<file path="config.mk">
export PLATFORM = sky130hd
export DESIGN_NAME = sem_merge
export DESIGN_NICKNAME = d
export VERILOG_FILES = /design/src/sv/sobel_edge_magnitude_rgb_defines.svh /design/src/sv/sem_pkg.sv /design/src/sv/sem_merge.sv
export SDC_FILE = /design/constraint.sdc
export NUM_CORES = 1
export LEC_CHECK = 0
export ABC_CLOCK_PERIOD_IN_PS = 2000
export BUFFER_PORTS_ARGS = -buffer_cell sky130_fd_sc_hd__buf_2
export CORE_MARGIN = 3
export CORE_UTILIZATION = 45
export CTS_BUF_LIST = sky130_fd_sc_hd__clkbuf_8 sky130_fd_sc_hd__clkbuf_16
export DETAILED_ROUTE_END_ITERATION = 7
export GPL_TIMING_DRIVEN = 0
export PLACE_DENSITY = 0.77
export SYNTH_ARGS = -nofsm -noshare
export SYNTH_HDL_FRONTEND = slang
export SYNTH_SLANG_ARGS = --single-unit
</file>
<file path="constraint.sdc">
create_clock -name clk -period 2 [get_ports clk]
set_clock_uncertainty 0.1 [all_clocks]
set_input_delay 0 -clock clk [delete_from_list [all_inputs] [get_ports clk]]
set_output_delay 0 -clock clk [all_outputs]
set_load 0.02 [all_outputs]
</file>
<file path="src/sv/sobel_edge_magnitude_rgb_defines.svh">
// Assertion macros shared by the Sobel edge magnitude RTL.
// Depends on a clock named clk and an active-low reset named arst_n in the using module.
`ifndef SOBEL_EDGE_MAGNITUDE_RGB_DEFINES_SVH
`define SOBEL_EDGE_MAGNITUDE_RGB_DEFINES_SVH

// Consequent must hold in the same cycle as the antecedent.
`define SEM_ASSERT_SAME(lbl, ante, cons, msg) \
	lbl: assert property (@(posedge clk) disable iff (!arst_n) (ante) |-> (cons)) \
		else $error(msg);

// Consequent must hold in the cycle after the antecedent.
`define SEM_ASSERT_NEXT(lbl, ante, cons, msg) \
	lbl: assert property (@(posedge clk) disable iff (!arst_n) (ante) |=> (cons)) \
		else $error(msg);

`endif

</file>
<file path="src/sv/sem_pkg.sv">
// Types, constants and arithmetic helpers for the Sobel edge magnitude block.
// No dependencies; imported by every module of the block.
package sem_pkg;

	typedef logic [7:0] chan_t;

	typedef struct packed {
		chan_t r;
		chan_t g;
		chan_t b;
	} rgb_t;

	typedef struct packed {
		logic  action;
		chan_t red_in;
		chan_t green_in;
		chan_t blue_in;
	} sem_in_t;

	typedef struct packed {
		chan_t red_out;
		chan_t green_out;
		chan_t blue_out;
		logic  frame_end;
	} sem_out_t;

	// One channel of the 3x3 neighborhood, row-major.
	typedef chan_t [0:8] nbhd_t;

	localparam int LANE_STAGES = 7;

	typedef struct packed {
		logic [LANE_STAGES:0] en;
		logic                 in_ready;
	} pipe_ctrl_t;

	localparam logic ACT_PIXEL = 1'b0;
	localparam logic ACT_DRAIN = 1'b1;

	localparam int CFG_DW = 16;
	localparam logic [1:0] REG_WIDTH  = 2'd0;
	localparam logic [1:0] REG_HEIGHT = 2'd1;

	localparam logic [10:0] WIDTH_RESET  = 11'd1024;
	localparam logic [15:0] HEIGHT_RESET = 16'd1;

	localparam logic [21:0] SAT_LIMIT = 22'd65281;
	localparam chan_t       CHAN_MAX  = 8'd255;

	localparam int KX [0:8] = '{-1, 0, 1, -2, 0, 2, -1, 0, 1};
	localparam int KY [0:8] = '{-1, -2, -1, 0, 0, 0, 1, 2, 1};

	typedef struct packed {
		logic [9:0] rem;
		logic [7:0] root;
	} sq_acc_t;

	localparam sq_acc_t SQ_ZERO = '0;

	function automatic logic signed [10:0] sobel_sum(nbhd_t p, logic is_y);
		int acc;
		acc = 0;
		for (int k = 0; k < 9; k++) begin
			acc = acc + (is_y ? KY[k] : KX[k]) * int'(p[k]);
		end
		return 11'(acc);
	endfunction

	// One digit of the restoring square root: two radicand bits in, one root bit out.
	function automatic sq_acc_t sqrt_step(sq_acc_t a, logic [1:0] d);
		logic [11:0] r;
		logic [11:0] t;
		sq_acc_t     n;
		r = {a.rem, d};
		t = {2'b00, a.root, 2'b01};
		if (r >= t) begin
			n.rem  = 10'(r - t);
			n.root = {a.root[6:0], 1'b1};
		end else begin
			n.rem  = r[9:0];
			n.root = {a.root[6:0], 1'b0};
		end
		return n;
	endfunction

	function automatic sq_acc_t sqrt_two(sq_acc_t a, logic [3:0] d);
		return sqrt_step(sqrt_step(a, d[3:2]), d[1:0]);
	endfunction

endpackage

</file>
<file path="src/sv/sem_merge.sv">
// Pipeline flow control for the lanes and the output register that joins their results.
// Depends on sem_pkg; drives the stage enables of every sem_lane.
module sem_merge
	import sem_pkg::*;
(
	input  logic       clk,
	input  logic       arst_n,
	input  logic       in_valid,
	input  logic       in_frame_end,
	output pipe_ctrl_t ctrl,
	input  chan_t      red_mag,
	input  chan_t      green_mag,
	input  chan_t      blue_mag,
	output logic       out_valid,
	input  logic       out_stall,
	output sem_out_t   out_data
);

	logic [LANE_STAGES:0] v_q, fe_q, rdy;
	logic                 out_ready;
	logic                 out_valid_q;
	sem_out_t             out_data_q;

	// A stage may load when it is empty or its content moves on this cycle.
	always_comb begin
		out_ready = !out_valid_q || !out_stall;
		rdy[LANE_STAGES] = !v_q[LANE_STAGES] || out_ready;
		for (int k = LANE_STAGES - 1; k >= 0; k--) begin
			rdy[k] = !v_q[k] || rdy[k + 1];
		end
		ctrl.en = rdy;
		ctrl.in_ready = rdy[0];
	end

	always_ff @(posedge clk or negedge arst_n) begin
		if (!arst_n) begin
			v_q <= '0;
			out_valid_q <= 1'b0;
		end else begin
			if (rdy[0]) begin
				v_q[0] <= in_valid;
			end
			for (int k = 1; k <= LANE_STAGES; k++) begin
				if (rdy[k]) begin
					v_q[k] <= v_q[k - 1];
				end
			end
			if (out_ready) begin
				out_valid_q <= v_q[LANE_STAGES];
			end
		end
	end

	always_ff @(posedge clk) begin
		if (rdy[0]) begin
			fe_q[0] <= in_frame_end;
		end
		for (int k = 1; k <= LANE_STAGES; k++) begin
			if (rdy[k]) begin
				fe_q[k] <= fe_q[k - 1];
			end
		end
		if (out_ready) begin
			out_data_q.red_out   <= red_mag;
			out_data_q.green_out <= green_mag;
			out_data_q.blue_out  <= blue_mag;
			out_data_q.frame_end <= fe_q[LANE_STAGES];
		end
	end

	assign out_valid = out_valid_q;
	assign out_data  = out_data_q;

endmodule

</file>
==> run metrics <==
outcome=complete, no violations; min Tclk post-route=around 1.7 ns; Placement Setup Slack=about 0.31 ns; first-pass GRT wire length=4260 um; Startpoint Class=register; Finished Layout Cells=slightly below 200; Final period util=around 84%; max cap viols=0; Max Fclk=about 0.60 GHz; CTS H-tree lvls=2; Residual DRC=0; Core Util, Final=74.6%; Final setup viols=0; First-pass DRT Iterations=4; Min-Delay Endpoint=v_q[6]; slowest CP cell=nand2_1; Req. time, crit path=~1.8 ns; HP Class=primary input to register; Leak=a little over 0.9 nW; Sw Share=~25%; post-synth top area cell=edfxtp_1; clock network power share=29.7%; GR Util All Layers=between 15 and 20%; M1 WL=980 um; CP Max Fanout=26; crit path kind=register to register; CTS buffer count=5; post-DR vias/cell=a little under 5; critical path, cell by cell=nand2_1; Pint=1.61 mW; Worst Hold Depth=3; worst IR drop on VDD=approximately 0.6 mV; initial cell density of the core=between 40% and 50%; Layout area overhead=53.8%; fraction of layout instances using a drive strength above 1=a little under half; routed via count=around 950; worst reg-to-reg setup slack=approximately 0.33 ns; met3 wire length=~250 um; Seq/Total Area, Yosys=88.0%; FF+latch count, synth=42; slowest cell delay on critical path=about 0.8 ns; Gate Count Post-Synth=66; later-pin clock latency in the skew report=between 0.2 and 0.3 ns; hold slack=between 0.1 and 0.15 ns; share of total power in combinational logic=16.9%; site row count=19; Initial DRC Count=17; CTS tree=done; Worst setup EP type=register; largest net degree at the start of global routing=27; Net Switching=532 uW; Antenna Nets Post-Route=0; RSZ-0062 raised after global routing=no; height of the die=a little over 60 um; top cells by area, synth=edfxtp_1 (72%), dfrtp_1 (16%), a41o_1 (1.4%); DRT Wirelength=2750 um; initial antenna violation count=0; final hold vios=0; Core Region=between 0.002 and 0.003 mm2; hold_sp=out_stall; Slew Viols, Final=0; fin nets=193; Power Total=approximately 2.1 mW; power per cell area=approximately 1000 mW/mm2; GRT overflow=0; Mean Syn Cell Area=about 21 um2; post-DP HPWL=about 1900 um; Net Count, Synth=95; Yosys Warn Count=0; routed wl met2=1510 um; Root Driver=clkbuf_8; CTS clock-pin slew for the worst setup and hold paths=around 0.080 ns; Synth top area share=71.7%; worst endpoint data arrival time=1.47 ns; number of global-route vias before repair=983; number of port buffers=63; Slew HR=between 20% and 30%; post-CTS sizing=0; power share of the sequential group=between 50% and 60%; Ports=64; CTS Sinks=42; Cells after DPL=160; finished layout cell area=between 0.002 and 0.0025 mm2; critical path buffer and inverter count=0; Worst-Margin Slew=about 1.1 ns; DIE WIDTH=around 61 um; Crit path max-delay family=simple AND/OR/NAND/NOR gates; RR Startpoint=out_valid; die area=roughly 0.0038 mm2; setup TNS=0 ns; synthesized cell area=approximately 0.0014 mm2; ant diodes=0; dpl cell area=roughly 0.0017 mm2; Top Layer Used=met4; Final Wtd Congestion=approximately 0.70; setup ws final=between 0.3 and 0.4 ns; post-DR wirelength/cell=14.1 um; Yosys cell types=15; clk buf depth=2; reg2reg end=out_data[8]; FF-to-FF path depth=1
synthesized netlist by cell type (all sizes together):
cell	count
a41o	2
a31o	3
nand2b	2
and4	2
edfxtp	33
dfrtp	9
buf	3
nand3	3
nand4	2
a21o	2
inv	1
and3	1
nand2	3
cell families (layout without fill, tap and decap cells):
kind of cell,count (synthesis),in the layout,share of synthesized area (%)
AO/OA/AOI/OAI,7,7,4.43
buffers and inverters,4,103,2.17
flip-flops,42,42,88.0
AND/OR/NAND/NOR,13,13,5.43
power by group through the flow:
stage,combinational (mW),sequential (mW),clock (mW)
CTS,0.364,1.14,0.650
detailed placement,0.321,1.16,0
global placement,0.312,1.15,0
global route,0.393,1.16,0.685
finish,0.360,1.14,0.634
floorplan,0.144,1.21,0
per-layer routing:
layer  GRT usage (%)  vias to the layer above
met3            4.82                        2
li1                -                      450
met1            15.7                      454
met5               0                        -
met2            30.7                       46
met4            5.15                        0
registers in the layout, summed over array words and instances (netlist names):
name and cells:
out_valid 1, v_q 8, fe_q 8, out_data 25
layout by cell type, fill, tap and decap left out:
master / instances
a41o_1: 2
edfxtp_1: 33
inv_1: 2
clkinvlp_4: 1
a21o_1: 2
clkbuf_8: 5
and3_1: 1
a31o_1: 1
nand3_1: 3
nand2b_1: 2
dfrtp_1: 9
buf_4: 2
dlygate4sd3_1: 28
nand2_1: 3
and4_1: 2
buf_2: 63
a31o_2: 2
nand4_1: 2
bufinv_16: 1
buf_6: 1
layout make-up:
cell class / instances / area [um2]
plain buffers: 3 / 26.3
clock buffers: 5 / 68.8
clock inverters: 3 / 41.3
fillers: 184 / 726
inverters: 1 / 3.75
multi-input cells: 20 / 136
flip-flops and latches: 42 / 1220
well taps: 31 / 38.8
repair buffers: 91 / 596
worst max path at each step:
stage                   start      endpoint  slack, ns  cells past startpoint
finish              out_valid   out_data[8]       0.33                      1
global route        out_valid   out_data[2]       0.22                      1
CTS                 out_valid   out_data[9]       0.30                      1
detailed placement  out_valid   out_data[3]       0.31                      1
global placement    out_valid  out_data[22]       0.40                      1
floorplan           out_valid   out_data[0]       0.46                      1
repair_timing:
item / CTS / global route
endpoints found under the hold margin: 35 / 0
hold buffers: 28 / 0
setup buffers: 0 / 0
No activity file was read; power rests on OpenSTA's default activity.
