File: src/sv/sobel_edge_magnitude_rgb_defines.svh
// Assertion macros shared by the Sobel edge magnitude RTL.
// Depends on a clock named clk and an active-low reset named arst_n in the using module.
`ifndef SOBEL_EDGE_MAGNITUDE_RGB_DEFINES_SVH
`define SOBEL_EDGE_MAGNITUDE_RGB_DEFINES_SVH

// Consequent must hold in the same cycle as the antecedent.
`define SEM_ASSERT_SAME(lbl, ante, cons, msg) \
	lbl: assert property (@(posedge clk) disable iff (!arst_n) (ante) |-> (cons)) \
		else $error(msg);

// Consequent must hold in the cycle after the antecedent.
`define SEM_ASSERT_NEXT(lbl, ante, cons, msg) \
	lbl: assert property (@(posedge clk) disable iff (!arst_n) (ante) |=> (cons)) \
		else $error(msg);

`endif

File: src/sv/sem_pkg.sv
// Types, constants and arithmetic helpers for the Sobel edge magnitude block.
// No dependencies; imported by every module of the block.
package sem_pkg;

	typedef logic [7:0] chan_t;

	typedef struct packed {
		chan_t r;
		chan_t g;
		chan_t b;
	} rgb_t;

	typedef struct packed {
		logic  action;
		chan_t red_in;
		chan_t green_in;
		chan_t blue_in;
	} sem_in_t;

	typedef struct packed {
		chan_t red_out;
		chan_t green_out;
		chan_t blue_out;
		logic  frame_end;
	} sem_out_t;

	// One channel of the 3x3 neighborhood, row-major.
	typedef chan_t [0:8] nbhd_t;

	localparam int LANE_STAGES = 7;

	typedef struct packed {
		logic [LANE_STAGES:0] en;
		logic                 in_ready;
	} pipe_ctrl_t;

	localparam logic ACT_PIXEL = 1'b0;
	localparam logic ACT_DRAIN = 1'b1;

	localparam int CFG_DW = 16;
	localparam logic [1:0] REG_WIDTH  = 2'd0;
	localparam logic [1:0] REG_HEIGHT = 2'd1;

	localparam logic [10:0] WIDTH_RESET  = 11'd1024;
	localparam logic [15:0] HEIGHT_RESET = 16'd1;

	localparam logic [21:0] SAT_LIMIT = 22'd65281;
	localparam chan_t       CHAN_MAX  = 8'd255;

	localparam int KX [0:8] = '{-1, 0, 1, -2, 0, 2, -1, 0, 1};
	localparam int KY [0:8] = '{-1, -2, -1, 0, 0, 0, 1, 2, 1};

	typedef struct packed {
		logic [9:0] rem;
		logic [7:0] root;
	} sq_acc_t;

	localparam sq_acc_t SQ_ZERO = '0;

	function automatic logic signed [10:0] sobel_sum(nbhd_t p, logic is_y);
		int acc;
		acc = 0;
		for (int k = 0; k < 9; k++) begin
			acc = acc + (is_y ? KY[k] : KX[k]) * int'(p[k]);
		end
		return 11'(acc);
	endfunction

	// One digit of the restoring square root: two radicand bits in, one root bit out.
	function automatic sq_acc_t sqrt_step(sq_acc_t a, logic [1:0] d);
		logic [11:0] r;
		logic [11:0] t;
		sq_acc_t     n;
		r = {a.rem, d};
		t = {2'b00, a.root, 2'b01};
		if (r >= t) begin
			n.rem  = 10'(r - t);
			n.root = {a.root[6:0], 1'b1};
		end else begin
			n.rem  = r[9:0];
			n.root = {a.root[6:0], 1'b0};
		end
		return n;
	endfunction

	function automatic sq_acc_t sqrt_two(sq_acc_t a, logic [3:0] d);
		return sqrt_step(sqrt_step(a, d[3:2]), d[1:0]);
	endfunction

endpackage

File: src/sv/sem_lane.sv
// One channel lane: Sobel sums, squared magnitude and a pipelined rounded square root.
// Depends on sem_pkg; stage enables come from sem_merge.
module sem_lane
	import sem_pkg::*;
(
	input  logic                 clk,
	input  logic [LANE_STAGES:0] en,
	input  nbhd_t                win,
	output chan_t                mag
);

	logic signed [10:0] gx_s2, gy_s2;
	logic signed [21:0] gx2, gy2;
	logic [21:0]        sum_c;
	logic [15:0]        rad_s3, rad_s4, rad_s5, rad_s6;
	logic               sat_s3, sat_s4, sat_s5, sat_s6, sat_s7;
	sq_acc_t            acc_s4, acc_s5, acc_s6, acc_s7;
	logic [8:0]         rounded;
	chan_t              mag_s8;

	always_comb begin
		gx2 = gx_s2 * gx_s2;
		gy2 = gy_s2 * gy_s2;
		sum_c = $unsigned(gx2) + $unsigned(gy2);
		// Round up when the remainder passes the root, i.e. s > m*m + m.
		rounded = {1'b0, acc_s7.root}
			+ 9'((acc_s7.rem > {2'b00, acc_s7.root}) ? 1 : 0);
	end

	always_ff @(posedge clk) begin
		if (en[1]) begin
			gx_s2 <= sobel_sum(win, 1'b0);
			gy_s2 <= sobel_sum(win, 1'b1);
		end
		if (en[2]) begin
			rad_s3 <= sum_c[15:0];
			sat_s3 <= (sum_c >= SAT_LIMIT);
		end
		if (en[3]) begin
			acc_s4 <= sqrt_two(SQ_ZERO, rad_s3[15:12]);
			rad_s4 <= rad_s3;
			sat_s4 <= sat_s3;
		end
		if (en[4]) begin
			acc_s5 <= sqrt_two(acc_s4, rad_s4[11:8]);
			rad_s5 <= rad_s4;
			sat_s5 <= sat_s4;
		end
		if (en[5]) begin
			acc_s6 <= sqrt_two(acc_s5, rad_s5[7:4]);
			rad_s6 <= rad_s5;
			sat_s6 <= sat_s5;
		end
		if (en[6]) begin
			acc_s7 <= sqrt_two(acc_s6, rad_s6[3:0]);
			sat_s7 <= sat_s6;
		end
		if (en[7]) begin
			mag_s8 <= sat_s7 ? CHAN_MAX : rounded[7:0];
		end
	end

	assign mag = mag_s8;

endmodule

File: config.mk
export PLATFORM = sky130hd
export DESIGN_NAME = sem_lane
export DESIGN_NICKNAME = d
export VERILOG_FILES = /design/src/sv/sobel_edge_magnitude_rgb_defines.svh /design/src/sv/sem_pkg.sv /design/src/sv/sem_lane.sv
export SDC_FILE = /design/constraint.sdc
export NUM_CORES = 1
export LEC_CHECK = 0
export ABC_AREA = 0
export BUFFER_PORTS_ARGS = -buffer_cell sky130_fd_sc_hd__buf_2
export CAP_MARGIN = 20
export CORE_MARGIN = 2
export CORE_UTILIZATION = 65
export CTS_BUF_LIST = sky130_fd_sc_hd__clkbuf_16
export DETAILED_ROUTE_END_ITERATION = 6
export GPL_ROUTABILITY_DRIVEN = 1
export PLACE_DENSITY = 0.84
export SYNTH_ARGS = -nofsm -noshare
export SYNTH_HDL_FRONTEND = slang
export SYNTH_SLANG_ARGS = --single-unit
File: constraint.sdc
create_clock -name clk -period 8.3 [get_ports clk]
set_clock_uncertainty 0.15 [all_clocks]
set_input_delay 1.66 -clock clk [delete_from_list [all_inputs] [get_ports clk]]
set_output_delay 1.66 -clock clk [all_outputs]
set_load 0.01 [all_outputs]
==> results.sh, run 1 <==
export IMPL_cts_hold_buf=0
export IMPL_finalCriticalPeriod_ps=7563
export IMPL_grt_pass1_vias=13510
export IMPL_worstHoldStart="rad_s4[7]$_DFFE_PP_"
export IMPL_final_period_utilization_pct=91.12
export IMPL_r2r_end="sat_s3$_DFFE_PP_"
export IMPL_critPathMaxFanout=10
export IMPL_synth_top_cell_area_share_pct=33.02
export IMPL_ant_nets=0
export IMPL_hpwl_um=31120
export IMPL_synthCells=1778
export IMPL_clockRootBuffer="clkbuf_16"
export IMPL_maxCapViolCount=0
export IMPL_grt_start_max_net_pins=24
export IMPL_synth_edf_count=132
export IMPL_startpoint_type="flip-flop"
export IMPL_reg2reg_slack_ps=740
export IMPL_most_common_layout_cells="469 x inv_1, 302 x fa_1, 168 x ha_1, 132 x edfxtp_1, 97 x nand2_1"
export IMPL_grt_ovfl_total=0
export IMPL_port_buffers=79
export IMPL_postLayoutSetupSlackWorst_ps=737.0
export IMPL_place_ws_ps=935.4
export IMPL_slew_headroom_pct=59.73
export IMPL_nets=2407
export IMPL_postSynthAreaPerCell_um2=10.30
export IMPL_ys_ff_latch=132
export IMPL_cts_made_buffers=17
export IMPL_yosys_warnings=0
export IMPL_finalWeightedCongestion=0.9175
export IMPL_n_fill_cell=1949
export IMPL_layout_commonest_cell="inv_1"
export IMPL_critical_path_reg2reg_startpoint="gy_s2[6]$_DFFE_PP_"
export IMPL_antenna_found_initial=1
export IMPL_wire_per_inst_um=16.32
export IMPL_start_util_pct=65.90
export IMPL_status="finished, final reports clean"
export IMPL_clkLatencyLatePin_ps=420
export IMPL_hold_path_class="reg2reg"
export IMPL_drive_gt1_share_pct=8.561
export IMPL_yosysTopAreaCell="fa_1"
export IMPL_rsz0062_at_grt="no"
export IMPL_ys_types=80
export IMPL_worstMarginPinSlew_ps=599.1
export IMPL_core_area_um2=27780
export IMPL_critPathKind="reg2reg"
export IMPL_dr_pass1_iters=7
export IMPL_track_usage_pct=26.73
export IMPL_syn2layout_area_growth_pct=7.743
export IMPL_grt_pass1_wl_um=61570
export IMPL_die_area_um2=29520
export IMPL_pin_count=89
export IMPL_hold_violations=0
export IMPL_die_y_um=171.8
export IMPL_setup_viol=0
export IMPL_worstSetupEndpointType="flip-flop"
export IMPL_synthTopCellsByArea="fa_1 33%, edfxtp_1 22%, ha_1 11%"
export IMPL_required_ps=8310
export IMPL_async_reset_ff_share_pct=0
export IMPL_vias=12360
export IMPL_r2r_cells=23
export IMPL_via_per_inst=5.497
export IMPL_post_cts_buffers=0
export IMPL_min_delay_path_depth=0
export IMPL_clockBufferDepth=2
export IMPL_fmax_ghz=0.1322
export IMPL_synthFlopType="edfxtp_1"
export IMPL_ys_seq_area_share_pct=21.65
export IMPL_synth_area_um2=18310
export IMPL_holdWs_ps=267.4
export IMPL_clk_pin_slew_ps=60
export IMPL_min_to="rad_s5[7]$_DFFE_PP_"
export IMPL_routed_wl_um=36680
export IMPL_fp_dieW_um=171.8
export IMPL_cts_tree="built"
export IMPL_remaining_drc_errors=0
export IMPL_finalSetupTns_ps=0
export IMPL_postCtsResizedCells=0
export IMPL_row_count=61
export IMPL_cp_arrival_ps=7570
export IMPL_cts_sinks=132
export IMPL_h_tree_depth=4
export IMPL_maxSlewViolCount=0
export IMPL_syn_num_nets=2329
export IMPL_drt_iter0_markers=812
## routing by layer
| layer | vias to the layer above | global-route usage (%) | part of all wire, % |
|---|---|---|---|
| met5 | - | 0 | 0 |
| met4 | 0 | 10.05 | 3.5 |
| met3 | 95 | 4.027 | 4.8 |
| met2 | 394 | 49.69 | 54 |
| met1 | 6171 | 31.15 | 38 |
| li1 | 5697 | - | - |
## worst max-delay path by stage
stage | from | to | slack, ps | depth (start not counted)
6_report | gy_s2[6]$_DFFE_PP_ | sat_s3$_DFFE_PP_ | 740 | 23
4_1_cts | gy_s2[6]$_DFFE_PP_ | sat_s3$_DFFE_PP_ | 880 | 22
5_1_grt | gx_s2[10]$_DFFE_PP_ | sat_s3$_DFFE_PP_ | 540 | 22
3_5_place_dp | gy_s2[6]$_DFFE_PP_ | sat_s3$_DFFE_PP_ | 940 | 22
2_1_floorplan | gy_s2[4]$_DFFE_PP_ | sat_s3$_DFFE_PP_ | 1480 | 22
3_3_place_gp | gy_s2[6]$_DFFE_PP_ | sat_s3$_DFFE_PP_ | 1080 | 22
## through the flow
step / area (um^2) / cells / util [%]
after floorplan: 18310 / 1778 / -
after global placement: 19110 / 2215 / 68.80
after detailed placement: 19110 / 2215 / 68.80
after CTS: 19720 / 2247 / 70.99
after global routing: 19730 / 2248 / 71.00
final: 19730 / 2248 / 71.00
## critical path: stages, from the launching register on
cell and delay [ps]:
edfxtp_1 610, inv_1 200, nor2_1 220, inv_1 90
fa_1 520, fa_1 460, fa_1 560, inv_1 60
fa_1 500, fa_1 570, inv_1 80, fa_1 540
inv_1 60, fa_1 530, ha_1 310, nor3_1 110
nor4_1 350, a221oi_1 160, buf_4 180, o21ai_0 330
a21boi_0 250, a21oi_1 110, nor3_1 230, nand4_1 120
## final cells by class
| type | count | area [um^2] | share of cell area, % |
|---|---|---|---|
| timing repair buffer | 86 | 447.9 | 2.271 |
| inverter | 469 | 1765 | 8.950 |
| clock inverter | 15 | 182.7 | 0.9261 |
| antenna | 1 | 2.502 | 0.01269 |
| multi-input combinational | 1150 | 12460 | 63.19 |
| tap | 378 | 473.0 | 2.398 |
| clock buffer | 17 | 425.4 | 2.157 |
| sequential | 132 | 3964 | 20.10 |
## cells by family after synthesis
| kind of cell | Yosys count | synth area share (%) |
|---|---|---|
| buffers and inverters | 496 | 10.27 |
| adders and majority gates | 470 | 44.51 |
| and+or+nand+nor | 380 | 10.78 |
| AOI/OAI and AO/OA | 162 | 5.884 |
| DFF | 132 | 21.65 |
| xor gates and xnor gates | 123 | 5.925 |
| muxes | 15 | 0.9910 |
## flip-flops by register name (all words and copies together) (netlist names), 9 cells and up
register	flops
rad_s3	16
acc_s4	9
acc_s6	16
acc_s7	18
acc_s5	14
gx_s2	11
gy_s2	11
rad_s4	12
## cells in the mapped netlist (23+ instances only)
cell type  number
nand2b_1       23
edfxtp_1      132
xnor2_1        81
clkbuf_1       23
nand2_1        97
o21ai_0        29
nor2b_1        29
xor2_1         41
inv_1         467
fa_1          302
and2_1         45
nor2_1         80
a21oi_1        59
ha_1          168
Power of run 1 is left out: the tool's default activity adds up to more than one toggle a clock period on the data nets, which glitch-free logic cannot reach.
==> inputs of run 2 (changes only) <==
GPL_TIMING_DRIVEN = 0   (was unset)
clock period = 7.81 ns   (was 8.3 ns; I/O delays follow)
==> results.sh, run 2 (synthesized netlist as in run 1, its figures left out) <==
export IMPL_min_delay_path_depth=0
export IMPL_grt_start_max_net_pins=24
export IMPL_layout_commonest_cell="inv_1"
export IMPL_core_area_um2=27780
export IMPL_worstMarginPinSlew_ps=658.0
export IMPL_worstSetupEndpointType="flip-flop"
export IMPL_die_area_um2=29520
export IMPL_via_per_inst=5.459
export IMPL_most_common_layout_cells="466 x inv_1, 302 x fa_1, 168 x ha_1, 132 x edfxtp_1, 95 x nand2_1"
export IMPL_startpoint_type="flip-flop"
export IMPL_grt_pass1_vias=13490
export IMPL_port_buffers=79
export IMPL_clkLatencyLatePin_ps=430
export IMPL_track_usage_pct=27.71
export IMPL_pin_count=89
export IMPL_start_util_pct=65.90
export IMPL_crit_chain="clkbuf_2 -> nand2_2 -> clkinvlp_4 -> fa_1 -> inv_1 -> fa_1 -> inv_1 -> fa_1 -> fa_1 -> fa_1 -> fa_1 -> inv_1 -> fa_1 -> inv_1 -> ha_1 -> nand2_1 -> nor4_2 -> a221oi_4 -> o21ai_1 -> a21boi_0 -> a21oi_1 -> nor3_1 -> nand4_1"
export IMPL_status="finished, final reports clean"
export IMPL_critPathKind="reg2reg"
export IMPL_cts_sinks=132
export IMPL_cp_arrival_ps=7470
export IMPL_final_area_um2=19840
export IMPL_antenna_found_initial=0
export IMPL_critical_path_top_cell_by_count="fa_1"
export IMPL_holdWs_ps=254.9
export IMPL_dpl_cell_area_um2=19180
export IMPL_ant_nets=0
export IMPL_regMostFlops="acc_s7"
export IMPL_min_to="rad_s5[6]$_DFFE_PP_"
export IMPL_hold_path_class="reg2reg"
export IMPL_syn2layout_area_growth_pct=8.365
export IMPL_cp_slowest_cell="fa_1"
export IMPL_required_ps=7820
export IMPL_finalWeightedCongestion=0.9399
export IMPL_critPathMaxFanout=10
export IMPL_dp_cells=2235
export IMPL_finalSetupTns_ps=0
export IMPL_nets=2427
export IMPL_clk_pin_slew_ps=70
export IMPL_reg2reg_slack_ps=360
export IMPL_cts_tree="built"
export IMPL_maxSlewViolCount=0
export IMPL_critical_path_reg2reg_startpoint="gy_s2[1]$_DFFE_PP_"
export IMPL_vias=12380
export IMPL_final_period_utilization_pct=95.42
export IMPL_remaining_drc_errors=0
export IMPL_grt_pass1_wl_um=63400
export IMPL_hpwl_um=32060
export IMPL_largest_register_ffs=18
export IMPL_r2r_cells=23
export IMPL_finalCriticalPeriod_ps=7452
export IMPL_instances_no_fill=2268
export IMPL_grt_ovfl_total=0
export IMPL_fmax_ghz=0.1342
export IMPL_fp_dieW_um=171.8
export IMPL_r2r_end="sat_s3$_DFFE_PP_"
export IMPL_clockBufferDepth=2
export IMPL_slew_headroom_pct=55.77
export IMPL_drive_gt1_share_pct=9.635
export IMPL_routed_wl_um=38150
export IMPL_n_fill_cell=1938
export IMPL_drt_iter0_markers=702
export IMPL_cts_made_buffers=17
export IMPL_reg_top3="acc_s7 (18), acc_s6 (16), rad_s3 (16)"
export IMPL_critPathMaxStageDelay_ps=570
export IMPL_wire_per_inst_um=16.82
export IMPL_h_tree_depth=4
export IMPL_dr_pass1_iters=6
export IMPL_rsz0062_at_grt="no"
export IMPL_hold_violations=0
export IMPL_clockRootBuffer="clkbuf_16"
export IMPL_maxCapViolCount=0
export IMPL_setup_viol=0
export IMPL_die_y_um=171.8
export IMPL_worstHoldStart="rad_s4[6]$_DFFE_PP_"
export IMPL_row_count=61
[run 2: how the worst max path moves through the flow]
stage,start,endpoint,depth (start not counted)
2_1_floorplan,gy_s2[4]$_DFFE_PP_,sat_s3$_DFFE_PP_,22
3_3_place_gp,gy_s2[6]$_DFFE_PP_,sat_s3$_DFFE_PP_,22
5_1_grt,gx_s2[0]$_DFFE_PP_,sat_s3$_DFFE_PP_,22
6_report,gy_s2[1]$_DFFE_PP_,sat_s3$_DFFE_PP_,23
4_1_cts,gy_s2[10]$_DFFE_PP_,sat_s3$_DFFE_PP_,22
3_5_place_dp,gy_s2[10]$_DFFE_PP_,sat_s3$_DFFE_PP_,23
[run 2: cell type report]
type | instances | area [um^2] | area share (%)
Timing Repair Buffer | 87 | 455.4 | 2.296
Clock buffer | 17 | 425.4 | 2.144
Multi-Input combinational cell | 1150 | 12500 | 63.01
Antenna cell | 1 | 2.502 | 0.01261
Clock inverter | 15 | 148.9 | 0.7505
Buffer | 19 | 96.34 | 0.4856
Tap cell | 378 | 473.0 | 2.384
Inverter | 469 | 1773 | 8.937
Sequential cell | 132 | 3964 | 19.98
[run 2: timing repair]
item | CTS | global route
gates resized for setup | 3 | 26
buffers inserted | 0 | 8
hold buffers | 0 | 0
setup endpoints to repair | 1 | 1
[run 2: metal layers]
layer | part of all wire [%] | wire length, um | global-route usage [%]
met2 | 55 | 20950 | 52.33
met4 | 3.1 | 1168 | 9.280
met1 | 37 | 14300 | 31.99
met3 | 4.6 | 1740 | 4.257
met5 | 0 | 0 | 0
[run 2: critical path: cells and delay by family (launching register included)]
kind	cells	cell delay (ps)
adder cells (fa/ha/maj)	8	4110
AND/OR/NAND/NOR	5	970
AO/OA/AOI/OAI	4	740
buffers and inverters	6	680
flip-flops	1	530
[run 2: stage by stage]
step,setup slack (ps),utilization [%]
floorplan,993.6,-
global placement,40.69,69.02
detailed placement,-153.3,69.02
CTS,48.04,71.14
global route,34.07,71.40
finish,358.0,71.41
Power of run 2 is left out for the same reason.
